$ cat config.mk
export PLATFORM = sky130hd
export DESIGN_NAME = slot_pool_allocator
export DESIGN_NICKNAME = d
export VERILOG_FILES = /design/src/hw/rtl/spa_pkg.sv /design/src/hw/rtl/slot_pool_allocator.sv /design/src/hw/rtl/spa_ram.sv /design/src/hw/rtl/spa_seq.sv
export SDC_FILE = /design/constraint.sdc
export NUM_CORES = 1
export LEC_CHECK = 0
export ABC_AREA = 0
export BUFFER_PORTS_ARGS = -buffer_cell sky130_fd_sc_hd__buf_2
export CORE_ASPECT_RATIO = 1.75
export CORE_UTILIZATION = 57
export DETAILED_ROUTE_END_ITERATION = 10
export GPL_TIMING_DRIVEN = 0
export PLACE_DENSITY = 0.73
export SKIP_LAST_GASP = 1
export SLEW_MARGIN = 40
export SYNTH_ARGS = -nofsm -noshare
export SYNTH_HDL_FRONTEND = slang
export SYNTH_SLANG_ARGS = --single-unit
$ cat constraint.sdc
create_clock -name clk -period 8 [get_ports clk]
set_clock_uncertainty 0.15 [all_clocks]
set_input_delay 0.4 -clock clk [delete_from_list [all_inputs] [get_ports clk]]
set_output_delay 0.4 -clock clk [all_outputs]
set_load 0.05 [all_outputs]
$ cat src/hw/rtl/spa_pkg.sv
// Shared types and codes of the slot pool allocator.
package spa_pkg;

  typedef enum logic [1:0] {
    KIND_ALLOC   = 2'd0,
    KIND_RELEASE = 2'd1,
    KIND_WALK    = 2'd2,
    KIND_NONE    = 2'd3
  } kind_t;

  typedef enum logic [1:0] {
    ERR_NONE     = 2'd0,
    ERR_REFUSED  = 2'd1,
    ERR_NOT_USED = 2'd2,
    ERR_END      = 2'd3
  } err_t;

  typedef enum logic [1:0] {
    ST_CLEAR,
    ST_IDLE,
    ST_EXEC,
    ST_LINK
  } seq_state_t;

  typedef struct packed {
    kind_t      kind;
    logic       granted;
    logic [4:0] slot;
    logic       from_head;
  } item_t;

  typedef struct packed {
    logic       ok;
    logic [4:0] slot;
    err_t       err;
  } result_t;

endpackage

$ cat src/hw/rtl/slot_pool_allocator.sv
// Top level of the slot pool allocator: stream ports, link memories, result register.
//
// Manages POOL_SIZE slots as a LIFO free list and a doubly linked used list kept
// in three memories (forward links, back links, in-use bits), each with one write
// and one read port. After reset a clearing pass over every slot rebuilds the
// free list in ascending order; s_tready stays low for that time. Each word then
// passes an accept step (ST_IDLE) and a lookup step (ST_EXEC) for a walk, a
// refused allocate, a failed release or an unused kind code; a successful
// allocate or release adds a link step (ST_LINK) that patches the neighbor
// links through the single write port of each link memory. The result sits
// in an output register, so the next word is taken while the previous result
// waits; a result that cannot be posted holds the sequencer in its last step.
module slot_pool_allocator #(
  parameter int POOL_SIZE = 32
) (
  input  logic       clk,
  input  logic       rst,
  input  logic       s_tvalid,
  output logic       s_tready,
  input  logic [7:0] s_tdata,   // [0] sprite_granted, [5:1] slot, [6] from_head, [7] zero
  input  logic [1:0] s_tuser,   // [1:0] kind
  output logic       m_tvalid,
  input  logic       m_tready,
  output logic [7:0] m_tdata    // [0] ok, [5:1] result_slot, [7:6] error_code
);
  import spa_pkg::*;

  localparam int AW = $clog2(POOL_SIZE);
  localparam int LW = $clog2(POOL_SIZE + 1);

  item_t   item;
  result_t result;
  logic    post, out_free;

  logic          rd_en;
  logic [AW-1:0] rd_addr;
  logic [LW-1:0] next_rdata, prev_rdata;
  logic          use_rdata;
  logic          next_we, prev_we, use_we;
  logic [AW-1:0] next_waddr, prev_waddr, use_waddr;
  logic [LW-1:0] next_wdata, prev_wdata;
  logic          use_wdata;

  // Unpack the incoming word.
  assign item.kind      = kind_t'(s_tuser);
  assign item.granted   = s_tdata[0];
  assign item.slot      = s_tdata[5:1];
  assign item.from_head = s_tdata[6];

  // The result register is free when empty or being drained this cycle.
  assign out_free = !m_tvalid || m_tready;

  spa_seq #(.POOL_SIZE(POOL_SIZE)) u_seq (
    .clk        (clk),
    .rst        (rst),
    .in_valid   (s_tvalid),
    .in_ready   (s_tready),
    .item       (item),
    .out_free   (out_free),
    .post       (post),
    .result     (result),
    .rd_en      (rd_en),
    .rd_addr    (rd_addr),
    .next_rdata (next_rdata),
    .prev_rdata (prev_rdata),
    .use_rdata  (use_rdata),
    .next_we    (next_we),
    .next_waddr (next_waddr),
    .next_wdata (next_wdata),
    .prev_we    (prev_we),
    .prev_waddr (prev_waddr),
    .prev_wdata (prev_wdata),
    .use_we     (use_we),
    .use_waddr  (use_waddr),
    .use_wdata  (use_wdata)
  );

  // Forward links: free list and used list share them.
  spa_ram #(.WIDTH(LW), .DEPTH(POOL_SIZE)) u_next_ram (
    .clk   (clk),
    .we    (next_we),
    .waddr (next_waddr),
    .wdata (next_wdata),
    .re    (rd_en),
    .raddr (rd_addr),
    .rdata (next_rdata)
  );

  // Back links of the used list.
  spa_ram #(.WIDTH(LW), .DEPTH(POOL_SIZE)) u_prev_ram (
    .clk   (clk),
    .we    (prev_we),
    .waddr (prev_waddr),
    .wdata (prev_wdata),
    .re    (rd_en),
    .raddr (rd_addr),
    .rdata (prev_rdata)
  );

  // In-use flags.
  spa_ram #(.WIDTH(1), .DEPTH(POOL_SIZE)) u_use_ram (
    .clk   (clk),
    .we    (use_we),
    .waddr (use_waddr),
    .wdata (use_wdata),
    .re    (rd_en),
    .raddr (rd_addr),
    .rdata (use_rdata)
  );

  // Hold the result until the sink takes it.
  always_ff @(posedge clk) begin
    if (rst) begin
      m_tvalid <= 1'b0;
    end else if (post) begin
      m_tvalid <= 1'b1;
    end else if (m_tready) begin
      m_tvalid <= 1'b0;
    end
  end

  always_ff @(posedge clk) begin
    if (post) begin
      m_tdata <= {result.err, result.slot, result.ok};
    end
  end

endmodule

$ cat src/hw/rtl/spa_ram.sv
// Simple dual-port memory: one write port, one registered read port.
module spa_ram #(
  parameter int WIDTH = 6,
  parameter int DEPTH = 32
) (
  input  logic                     clk,
  input  logic                     we,
  input  logic [$clog2(DEPTH)-1:0] waddr,
  input  logic [WIDTH-1:0]         wdata,
  input  logic                     re,
  input  logic [$clog2(DEPTH)-1:0] raddr,
  output logic [WIDTH-1:0]         rdata
);

  logic [WIDTH-1:0] mem [DEPTH];

  always_ff @(posedge clk) begin
    if (we) begin
      mem[waddr] <= wdata;
    end
  end

  always_ff @(posedge clk) begin
    if (re) begin
      rdata <= mem[raddr];
    end
  end

endmodule

$ cat src/hw/rtl/spa_seq.sv
// Sequencer: list heads, link updates over the shared memory ports, results.
module spa_seq #(
  parameter int POOL_SIZE = 32
) (
  input  logic                             clk,
  input  logic                             rst,
  input  logic                             in_valid,
  output logic                             in_ready,
  input  spa_pkg::item_t                   item,
  input  logic                             out_free,
  output logic                             post,
  output spa_pkg::result_t                 result,
  output logic                             rd_en,
  output logic [$clog2(POOL_SIZE)-1:0]     rd_addr,
  input  logic [$clog2(POOL_SIZE+1)-1:0]   next_rdata,
  input  logic [$clog2(POOL_SIZE+1)-1:0]   prev_rdata,
  input  logic                             use_rdata,
  output logic                             next_we,
  output logic [$clog2(POOL_SIZE)-1:0]     next_waddr,
  output logic [$clog2(POOL_SIZE+1)-1:0]   next_wdata,
  output logic                             prev_we,
  output logic [$clog2(POOL_SIZE)-1:0]     prev_waddr,
  output logic [$clog2(POOL_SIZE+1)-1:0]   prev_wdata,
  output logic                             use_we,
  output logic [$clog2(POOL_SIZE)-1:0]     use_waddr,
  output logic                             use_wdata
);
  import spa_pkg::*;

  localparam int AW = $clog2(POOL_SIZE);
  localparam int LW = $clog2(POOL_SIZE + 1);
  localparam logic [LW-1:0] NULL_LINK = LW'(POOL_SIZE);
  localparam logic [AW-1:0] LAST_IDX  = AW'(POOL_SIZE - 1);

  seq_state_t    state, state_next;
  item_t         item_q;
  logic [LW-1:0] free_head, used_head;
  logic [LW-1:0] p_q, n_q;
  logic [AW-1:0] clr_idx;

  logic          slot_ok, alloc_go, walk_end;
  logic [LW-1:0] walk_f;

  assign slot_ok  = (32'(item_q.slot) < 32'(POOL_SIZE)) && use_rdata;
  assign alloc_go = (free_head != NULL_LINK) && item_q.granted;
  assign walk_f   = item_q.from_head ? used_head : next_rdata;
  assign walk_end = walk_f == NULL_LINK;

  // next state
  always_comb begin
    state_next = state;
    unique case (state)
      ST_CLEAR: if (clr_idx == LAST_IDX) state_next = ST_IDLE;
      ST_IDLE:  if (in_valid) state_next = ST_EXEC;
      ST_EXEC: begin
        if ((item_q.kind == KIND_ALLOC && alloc_go) ||
            (item_q.kind == KIND_RELEASE && slot_ok)) begin
          state_next = ST_LINK;
        end else if (out_free) begin
          state_next = ST_IDLE;
        end
      end
      ST_LINK:  if (out_free) state_next = ST_IDLE;
      default:  state_next = ST_CLEAR;
    endcase
  end

  // outputs and memory ports
  always_comb begin
    in_ready   = 1'b0;
    post       = 1'b0;
    result     = '{ok: 1'b0, slot: 5'd0, err: ERR_NONE};
    rd_en      = 1'b0;
    rd_addr    = (item.kind == KIND_ALLOC) ? AW'(free_head) : AW'(item.slot);
    next_we    = 1'b0;
    next_waddr = AW'(item_q.slot);
    next_wdata = free_head;
    prev_we    = 1'b0;
    prev_waddr = AW'(item_q.slot);
    prev_wdata = NULL_LINK;
    use_we     = 1'b0;
    use_waddr  = AW'(item_q.slot);
    use_wdata  = 1'b0;
    unique case (state)
      ST_CLEAR: begin
        next_we    = 1'b1;
        next_waddr = clr_idx;
        next_wdata = LW'(clr_idx) + LW'(1);
        prev_we    = 1'b1;
        prev_waddr = clr_idx;
        use_we     = 1'b1;
        use_waddr  = clr_idx;
      end
      ST_IDLE: begin
        in_ready = 1'b1;
        rd_en    = in_valid;
      end
      ST_EXEC: begin
        unique case (item_q.kind)
          KIND_ALLOC: begin
            if (alloc_go) begin
              // Link the taken slot in front of the used list.
              next_we    = 1'b1;
              next_waddr = AW'(free_head);
              next_wdata = used_head;
              prev_we    = 1'b1;
              prev_waddr = AW'(free_head);
              use_we     = 1'b1;
              use_waddr  = AW'(free_head);
              use_wdata  = 1'b1;
            end else begin
              post   = out_free;
              result = '{ok: 1'b0, slot: 5'd0, err: ERR_REFUSED};
            end
          end
          KIND_RELEASE: begin
            if (slot_ok) begin
              // Push the slot onto the free list.
              next_we = 1'b1;
              prev_we = 1'b1;
              use_we  = 1'b1;
            end else begin
              post   = out_free;
              result = '{ok: 1'b0, slot: 5'd0, err: ERR_NOT_USED};
            end
          end
          KIND_WALK: begin
            post = out_free;
            if (!item_q.from_head && !slot_ok) begin
              result = '{ok: 1'b0, slot: 5'd0, err: ERR_NOT_USED};
            end else if (walk_end) begin
              result = '{ok: 1'b0, slot: 5'd0, err: ERR_END};
            end else begin
              result = '{ok: 1'b1, slot: 5'(walk_f), err: ERR_NONE};
            end
          end
          default: begin
            post = out_free;
          end
        endcase
      end
      ST_LINK: begin
        post = out_free;
        if (item_q.kind == KIND_ALLOC) begin
          result = '{ok: 1'b1, slot: 5'(p_q), err: ERR_NONE};
        end else begin
          result = '{ok: 1'b1, slot: 5'd0, err: ERR_NONE};
        end
        // Patch the neighbors: predecessor forward link (release only), successor back link.
        next_we    = out_free && (item_q.kind == KIND_RELEASE) && (p_q != NULL_LINK);
        next_waddr = AW'(p_q);
        next_wdata = n_q;
        prev_we    = out_free && (n_q != NULL_LINK);
        prev_waddr = AW'(n_q);
        prev_wdata = p_q;
      end
      default: ;
    endcase
  end

  always_ff @(posedge clk) begin
    if (rst) begin
      state     <= ST_CLEAR;
      clr_idx   <= '0;
      free_head <= '0;
      used_head <= NULL_LINK;
    end else begin
      state <= state_next;
      if (state == ST_CLEAR) begin
        clr_idx <= clr_idx + AW'(1);
      end
      if (state == ST_EXEC && item_q.kind == KIND_ALLOC && alloc_go) begin
        free_head <= next_rdata;
        used_head <= free_head;
      end
      if (state == ST_EXEC && item_q.kind == KIND_RELEASE && slot_ok) begin
        free_head <= LW'(item_q.slot);
        if (prev_rdata == NULL_LINK) begin
          used_head <= next_rdata;
        end
      end
    end
  end

  // Hold the item and the neighbor links for the patch-up cycle.
  always_ff @(posedge clk) begin
    if (state == ST_IDLE && in_valid) begin
      item_q <= item;
    end
    if (state == ST_EXEC) begin
      if (item_q.kind == KIND_ALLOC) begin
        p_q <= free_head;
        n_q <= used_head;
      end else begin
        p_q <= prev_rdata;
        n_q <= next_rdata;
      end
    end
  end

endmodule

==> results.sh, run 1 <==
export IMPL_status="complete, no violations"
export IMPL_synth_nets=1562
export IMPL_synth_area_mux_share=0.0494
export IMPL_worst_hold_slack_ns=0.0271
export IMPL_synth_edf_count=458
export IMPL_dpl_instance_area_sq_um=22400
export IMPL_period_needed_ns=4.04
export IMPL_clk_pin_slew_ns=0.06
export IMPL_grt_setup_unrepaired="false"
export IMPL_cp_start_kind="register"
export IMPL_ctsRootBufferMaster="clkbuf_16"
export IMPL_n_antenna_cell=0
export IMPL_cts_tree="yes"
export IMPL_synth_area_sq_um=21300
export IMPL_final_common_cell="edfxtp_1"
export IMPL_htreeDepth=2
export IMPL_viasPerCell=6.93
export IMPL_finalCritPeriodShare=0.505
export IMPL_slew_violations=0
export IMPL_cpLargestDelayFamily="simple AND/OR/NAND/NOR gates"
export IMPL_crit_required_ns=7.94
export IMPL_drt_wirelength_per_cell_microns=30.1
export IMPL_cts_max_path_buffers=3
export IMPL_finalSetupTns_ns=0
export IMPL_synthToLayoutAreaGrowth_pct=12.6
export IMPL_path_cells="clkbuf_1 -> nor4b_1 -> nand2_1 -> nand4_1 -> clkinv_1 -> buf_2 -> a222oi_1 -> nand2_2"
export IMPL_slowest_stage="nor4b_1"
export IMPL_finalSetupViolations=0
export IMPL_synthDistinctLibCells=75
export IMPL_async_flop_share=0
export IMPL_postRouteAntennaNets=0
export IMPL_cts_resized=0
export IMPL_nets=1652
export IMPL_yosysSeqAreaShare=0.664
export IMPL_clk_latency_ns=0.56
export IMPL_postCtsSetupBuffers=0
export IMPL_hpwl_microns=46700
export IMPL_track_usage=0.342
export IMPL_cts_buffers=42
export IMPL_grt_first_pass_wirelength_microns=93900
export IMPL_endpoint="u_next_ram.mem[11][5]"
export IMPL_critPathArrivalTime_ns=3.98
export IMPL_critPathMaxStageDelay_ns=0.56
export IMPL_die_w_microns=148
export IMPL_yosysTopAreaCell="edfxtp_1"
export IMPL_critPathKind="reg -> reg"
export IMPL_ys_warn_count=0
export IMPL_min_path_type="in -> reg"
export IMPL_drive_above_1_share=0.161
export IMPL_synthSimpleGateAreaFrac=0.117
export IMPL_finalHoldViolCount=0
export IMPL_first_iter_violations=1504
export IMPL_die_h_microns=258
export IMPL_powerDensity_nw_per_um2=213
export IMPL_num_rows=93
export IMPL_ys_flop_type="edfxtp_1"
export IMPL_start_util=0.579
export IMPL_via_count=14900
export IMPL_synth_compound_area_frac=0.139
export IMPL_grt_ovfl_total=0
export IMPL_drt_pre_antenna_iters=6
export IMPL_layout_common_cells="edfxtp_1 (458), a211oi_1 (174), and3_1 (171), clkbuf_1 (87), mux2i_1 (86)"
export IMPL_ys_ff_latch=478
export IMPL_synth_xor_area_share=0.00164
export IMPL_fin_area_sq_um=24000
export IMPL_reg2reg_slack_ns=3.96
export IMPL_maxCapViolations=0
export IMPL_critPathLaunch="u_seq.free_head[1]"
export IMPL_worstMarginPinSlew_ns=1.02
export IMPL_wl_microns=64600
export IMPL_place_congestion=1.04
export IMPL_rr_worst_depth=8
export IMPL_synth_top_area_share=0.645
export IMPL_synthTopCellsByArea="edfxtp_1 (65%), a211oi_1 (6.1%), and3_1 (5.2%)"
export IMPL_synth_fa_ha_area_frac=0.00117
export IMPL_r2r_start="u_seq.free_head[1]"
export IMPL_ioPinCount=24
export IMPL_hp_start="s_tdata[2]"
export IMPL_regToRegEndpoint="u_next_ram.mem[11][5]"
export IMPL_ir_drop_v=0.000199
export IMPL_synth_cells=1546
export IMPL_syn_avg_cell_area_sq_um=13.8
export IMPL_dieArea_sq_um=38200
export IMPL_antenna_found_initial=0
export IMPL_slew_headroom=0.320
export IMPL_port_buffers=21
export IMPL_core_sq_um=36800
export IMPL_cts_hold_buf=8
export IMPL_cts_sinks=478
export IMPL_clock_fmax_mhz=247
export IMPL_cp_num_cells=8
export IMPL_grt_max_degree=42
export IMPL_post_route_drc_count=0
export IMPL_p_leak_nw=7.90
export IMPL_first_global_vias=14600
export IMPL_crit_path_max_fanout=41
export IMPL_cp_end_kind="register"
export IMPL_path_buf_inv=3
export IMPL_synth_top_family_by_area="compound AO/OA/AOI/OAI gates"
==> power breakdown <==
| part | internal (mW) | switching, mW |
|---|---|---|
| registers | 2.75 | 0.00914 |
| logic | 0.111 | 0.276 |
| clock network | 1.06 | 0.896 |
| total | 3.93 | 1.18 |
==> kinds of logic after synthesis <==
family / after synthesis
xor+xnor: 4
simple gates: 453
buf+inv: 138
mux: 103
fa+ha+maj: 2
flops: 478
compound gates: 368
==> synth_stat cells (3+ instances only) <==
cell,count
edfxtp_1,458
clkbuf_1,79
mux2_2,17
a31oi_2,3
a211oi_1,174
a31oi_4,5
nor4_1,5
buf_1,4
o21ai_0,22
nor2_1,51
mux2i_1,86
a22oi_1,5
inv_1,7
a221o_1,8
o31ai_1,15
dfxtp_1,20
and3_1,176
o32ai_1,13
o2111a_1,13
nand2_1,52
nand2b_1,14
or2_2,5
o211ai_1,10
nor3_1,104
a311oi_1,4
a21oi_1,22
nor2b_1,4
a2111oi_0,14
buf_2,43
and2_1,5
a32oi_1,4
nor4b_1,5
o41ai_1,26
nand3_1,10
o21a_1,4
nand4_1,3
nor3b_1,3
==> worst min-delay path by stage <==
| stage | endpoint | cells past startpoint | slack, ns |
|---|---|---|---|
| finish | u_seq.item_q[2] | 1 | 0.03 |
| global route | u_seq.item_q[2] | 1 | 0.02 |
| CTS | u_seq.item_q[2] | 1 | 0.008 |
| detailed placement | u_seq.clr_idx[1] | 2 | 0.34 |
| global placement | u_seq.clr_idx[1] | 2 | 0.34 |
| floorplan | u_seq.clr_idx[4] | 2 | 0.31 |
==> area by class of cell <==
class / instances / area (sq um)
Inverter: 9 / 33.8
Multi-Input combinational cell: 930 / 6970
Clock buffer: 52 / 1090
Tap cell: 475 / 594
Sequential cell: 478 / 14200
Clock inverter: 24 / 191
Timing Repair Buffer: 46 / 415
Fill cell: 2665 / 12800
Buffer: 129 / 556
==> stage by stage <==
stage               setup slack [ns]  utilization  instances  power, mW
floorplan                       5.10            -       1546       3.02
global placement                3.31        0.599       2042       3.16
detailed placement              3.92        0.609       2057       3.18
CTS                             3.90        0.646       2141       5.09
global route                    3.87        0.653       2143       5.20
finish                          3.96        0.653       2143       5.11
==> state kept, by name (all words and copies together), names as in the netlist, 8 cells and up <==
signal	count
u_use_ram.mem	32
u_prev_ram.mem	192
u_next_ram.mem	192
u_seq.item_q	9
m_tdata	8
==> per-layer routing <==
metal | part of all wire | wire length [microns] | GRT usage
met1 | 0.33 | 21600 | 0.384
met2 | 0.51 | 32700 | 0.591
met3 | 0.079 | 5070 | 0.0496
met4 | 0.079 | 5130 | 0.248
met5 | 0 | 0 | 0
No activity file was read; power rests on OpenSTA's default activity.
==> run 2: changes to the inputs <==
- ABC_AREA: 0 -> 1
- PLACE_DENSITY: 0.73 -> 0.76
- clock period: 8 -> 3.7 ns (I/O delays scaled with it)
==> run 2 against run 1 <==
Effect of this change: the flow now finishes with violations (negative setup slack); setup slack got worse by 4.0 ns; clock power rose by 130%; flip-flop and latch count unchanged; first-iteration DRC count is 11% higher; via count up 10%; utilization is 0.36 points lower; register-to-register slack lost 4.0 ns; sequential power up 120%.
==> results.sh, run 2 <==
export IMPL_status="finished with violations"
export IMPL_violations="negative setup slack"
export IMPL_synth_edf_count=458
export IMPL_ioPinCount=24
export IMPL_p_switching_mw=2.83
export IMPL_worstMarginPinSlew_ns=0.900
export IMPL_p_sw_frac=0.247
export IMPL_pwr_share_comb=0.092
export IMPL_drt_wirelength_per_cell_microns=25.2
export IMPL_crit_path_max_fanout=14
export IMPL_yosys_top_cells_count="nand2_1 (799), edfxtp_1 (458), nand3_1 (281)"
export IMPL_cts_max_path_buffers=3
export IMPL_powerDensity_nw_per_um2=479
export IMPL_grt_setup_unrepaired="true"
export IMPL_p_seq_frac=0.521
export IMPL_nets=2288
export IMPL_port_buffers=22
export IMPL_die_w_microns=149
export IMPL_via_count=16400
export IMPL_synth_area_sq_um=21400
export IMPL_clock_fmax_mhz=270
export IMPL_num_rows=93
export IMPL_maxCapViolations=0
export IMPL_critPathKind="reg -> reg"
export IMPL_drt_pre_antenna_iters=8
export IMPL_cts_sinks=478
export IMPL_layout_common_cells="nand2_1 (799), edfxtp_1 (458), nand3_1 (281), inv_1 (236), nor2_1 (125)"
export IMPL_finalHoldViolCount=0
export IMPL_synthToLayoutAreaGrowth_pct=11.9
export IMPL_slew_violations=0
export IMPL_reg2reg_slack_ns=-0.009
export IMPL_start_util=0.580
export IMPL_cp_start_kind="register"
export IMPL_finalCritPeriodShare=1.00
export IMPL_synth_cells=2172
export IMPL_post_route_drc_count=0
export IMPL_postRouteAntennaNets=0
export IMPL_period_needed_ns=3.71
export IMPL_drive_above_1_share=0.0968
export IMPL_final_common_cell="nand2_1"
export IMPL_crit_required_ns=3.76
export IMPL_place_congestion=1.05
export IMPL_core_sq_um=36900
export IMPL_preCtsSetupSlack_ns=-0.140
export IMPL_ys_warn_count=0
export IMPL_clk_latency_ns=0.58
export IMPL_clk_pin_slew_ns=0.06
export IMPL_setup_ws_ns=-0.00932
export IMPL_grt_max_degree=42
export IMPL_wl_microns=70100
export IMPL_grt_ovfl_total=0
export IMPL_critPathArrivalTime_ns=3.77
export IMPL_ys_flop_type="edfxtp_1"
export IMPL_ys_ff_latch=478
export IMPL_finalSetupViolations=19
export IMPL_die_h_microns=258
export IMPL_synth_nets=2188
export IMPL_grt_first_pass_wirelength_microns=101000
export IMPL_first_global_vias=16300
export IMPL_fillers=2924
export IMPL_worst_hold_slack_ns=0.195
export IMPL_synth_top_area_share=0.642
export IMPL_power_share_clock=0.387
export IMPL_yosysTopAreaCell="edfxtp_1"
export IMPL_htreeDepth=2
export IMPL_synthTopCellsByArea="edfxtp_1 (64%), nand2_1 (14%), nand3_1 (6.6%)"
export IMPL_min_path_type="in -> reg"
export IMPL_p_leak_nw=9.86
export IMPL_top_regs="u_next_ram.mem: 192 flops, u_prev_ram.mem: 192 flops, u_use_ram.mem: 32 flops"
export IMPL_slew_headroom=0.400
export IMPL_internal_power_mw=8.63
export IMPL_ctsRootBufferMaster="clkbuf_16"
export IMPL_hpwl_microns=49800
export IMPL_cts_tree="yes"
export IMPL_track_usage=0.376
export IMPL_n_antenna_cell=0
export IMPL_viasPerCell=5.89
export IMPL_cp_end_kind="register"
export IMPL_antenna_found_initial=1
export IMPL_dieArea_sq_um=38400
export IMPL_cts_buffers=43
export IMPL_async_flop_share=0
export IMPL_synthDistinctLibCells=35
export IMPL_finalSetupTns_ns=-0.101
export IMPL_first_iter_violations=1676
export IMPL_syn_avg_cell_area_sq_um=9.86
export IMPL_ir_drop_v=0.000421
export IMPL_yosysSeqAreaShare=0.661
export IMPL_synth_most_common_cell="nand2_1"
## run 2: path summary, 6_finish.rpt
path / start / end / cells after the start
setup / recovery: u_seq.state[1] / u_next_ram.mem[7][5] / 7
hold / removal: s_tdata[2] / u_seq.item_q[2] / 2
setup reg to reg: u_seq.state[1] / u_next_ram.mem[7][5] / 7
hold reg to reg: u_seq.clr_idx[4] / u_seq.clr_idx[4] / 2
## run 2: per-layer routing
metal / vias to the layer above / routed length (microns) / track usage
met4: 0 / 6880 / 0.324
li1: 7384 / - / -
met3: 357 / 6840 / 0.0826
met2: 1016 / 34600 / 0.635
met1: 7620 / 21800 / 0.394
met5: - / 0 / 0
## run 2: kinds of logic (layout without fill, tap and decap cells)
kind of cell             Yosys count  count (layout)  synth area share
AO/OA/AOI/OAI                     78              78            0.0232
flip-flops                       478             478             0.661
adder cells (fa/ha/maj)            2               2           0.00117
AND/OR/NAND/NOR                 1269            1269             0.249
buffers and inverters            345             477            0.0659
## run 2: stage by stage
step | utilization | cells | instance area [sq um] | power (mW)
after detailed placement | 0.608 | 2687 | 22400 | 7.08
after global routing | 0.649 | 2779 | 23900 | 11.7
after CTS | 0.649 | 2778 | 23900 | 11.4
final | 0.649 | 2779 | 23900 | 11.5
after floorplan | - | 2172 | 21400 | 6.64
after global placement | 0.600 | 2669 | 22100 | 7.06
## run 2: cell type report
class	instances	area [sq um]	share of cell area
sequential	478	14200	0.591
multi-input combinational	1349	5930	0.248
clock buffer	51	1150	0.0480
inverter	249	937	0.0391
tap	475	594	0.0248
timing repair buffer	55	490	0.0205
buffer	96	478	0.0200
clock inverter	26	213	0.00888
## run 2: timing repair
action                                  CTS  global route
endpoints found under the setup margin  102            90
pin swaps                                 1             0
hold endpoints to repair                 17             0
buffers inserted                          1             1
gates resized for setup                   3             3
hold buffers                             13             0
## run 2: power by group through the flow
stage               Clock, mW  Combinational (mW)  Sequential (mW)
finish                   4.43                1.06             5.97
global route             4.63                1.10             5.97
CTS                      4.43                1.02             5.97
detailed placement          0               0.998             6.08
global placement            0               0.970             6.09
floorplan                   0               0.563             6.08
## run 2: critical path: stages (launching register included)
cell     delay [ns]
dfxtp_1        0.30
buf_2          0.26
nand2_1        0.41
nor2_4         0.58
inv_1          0.21
nand4_1        0.22
nand4_2        0.53
nor2_1         0.65
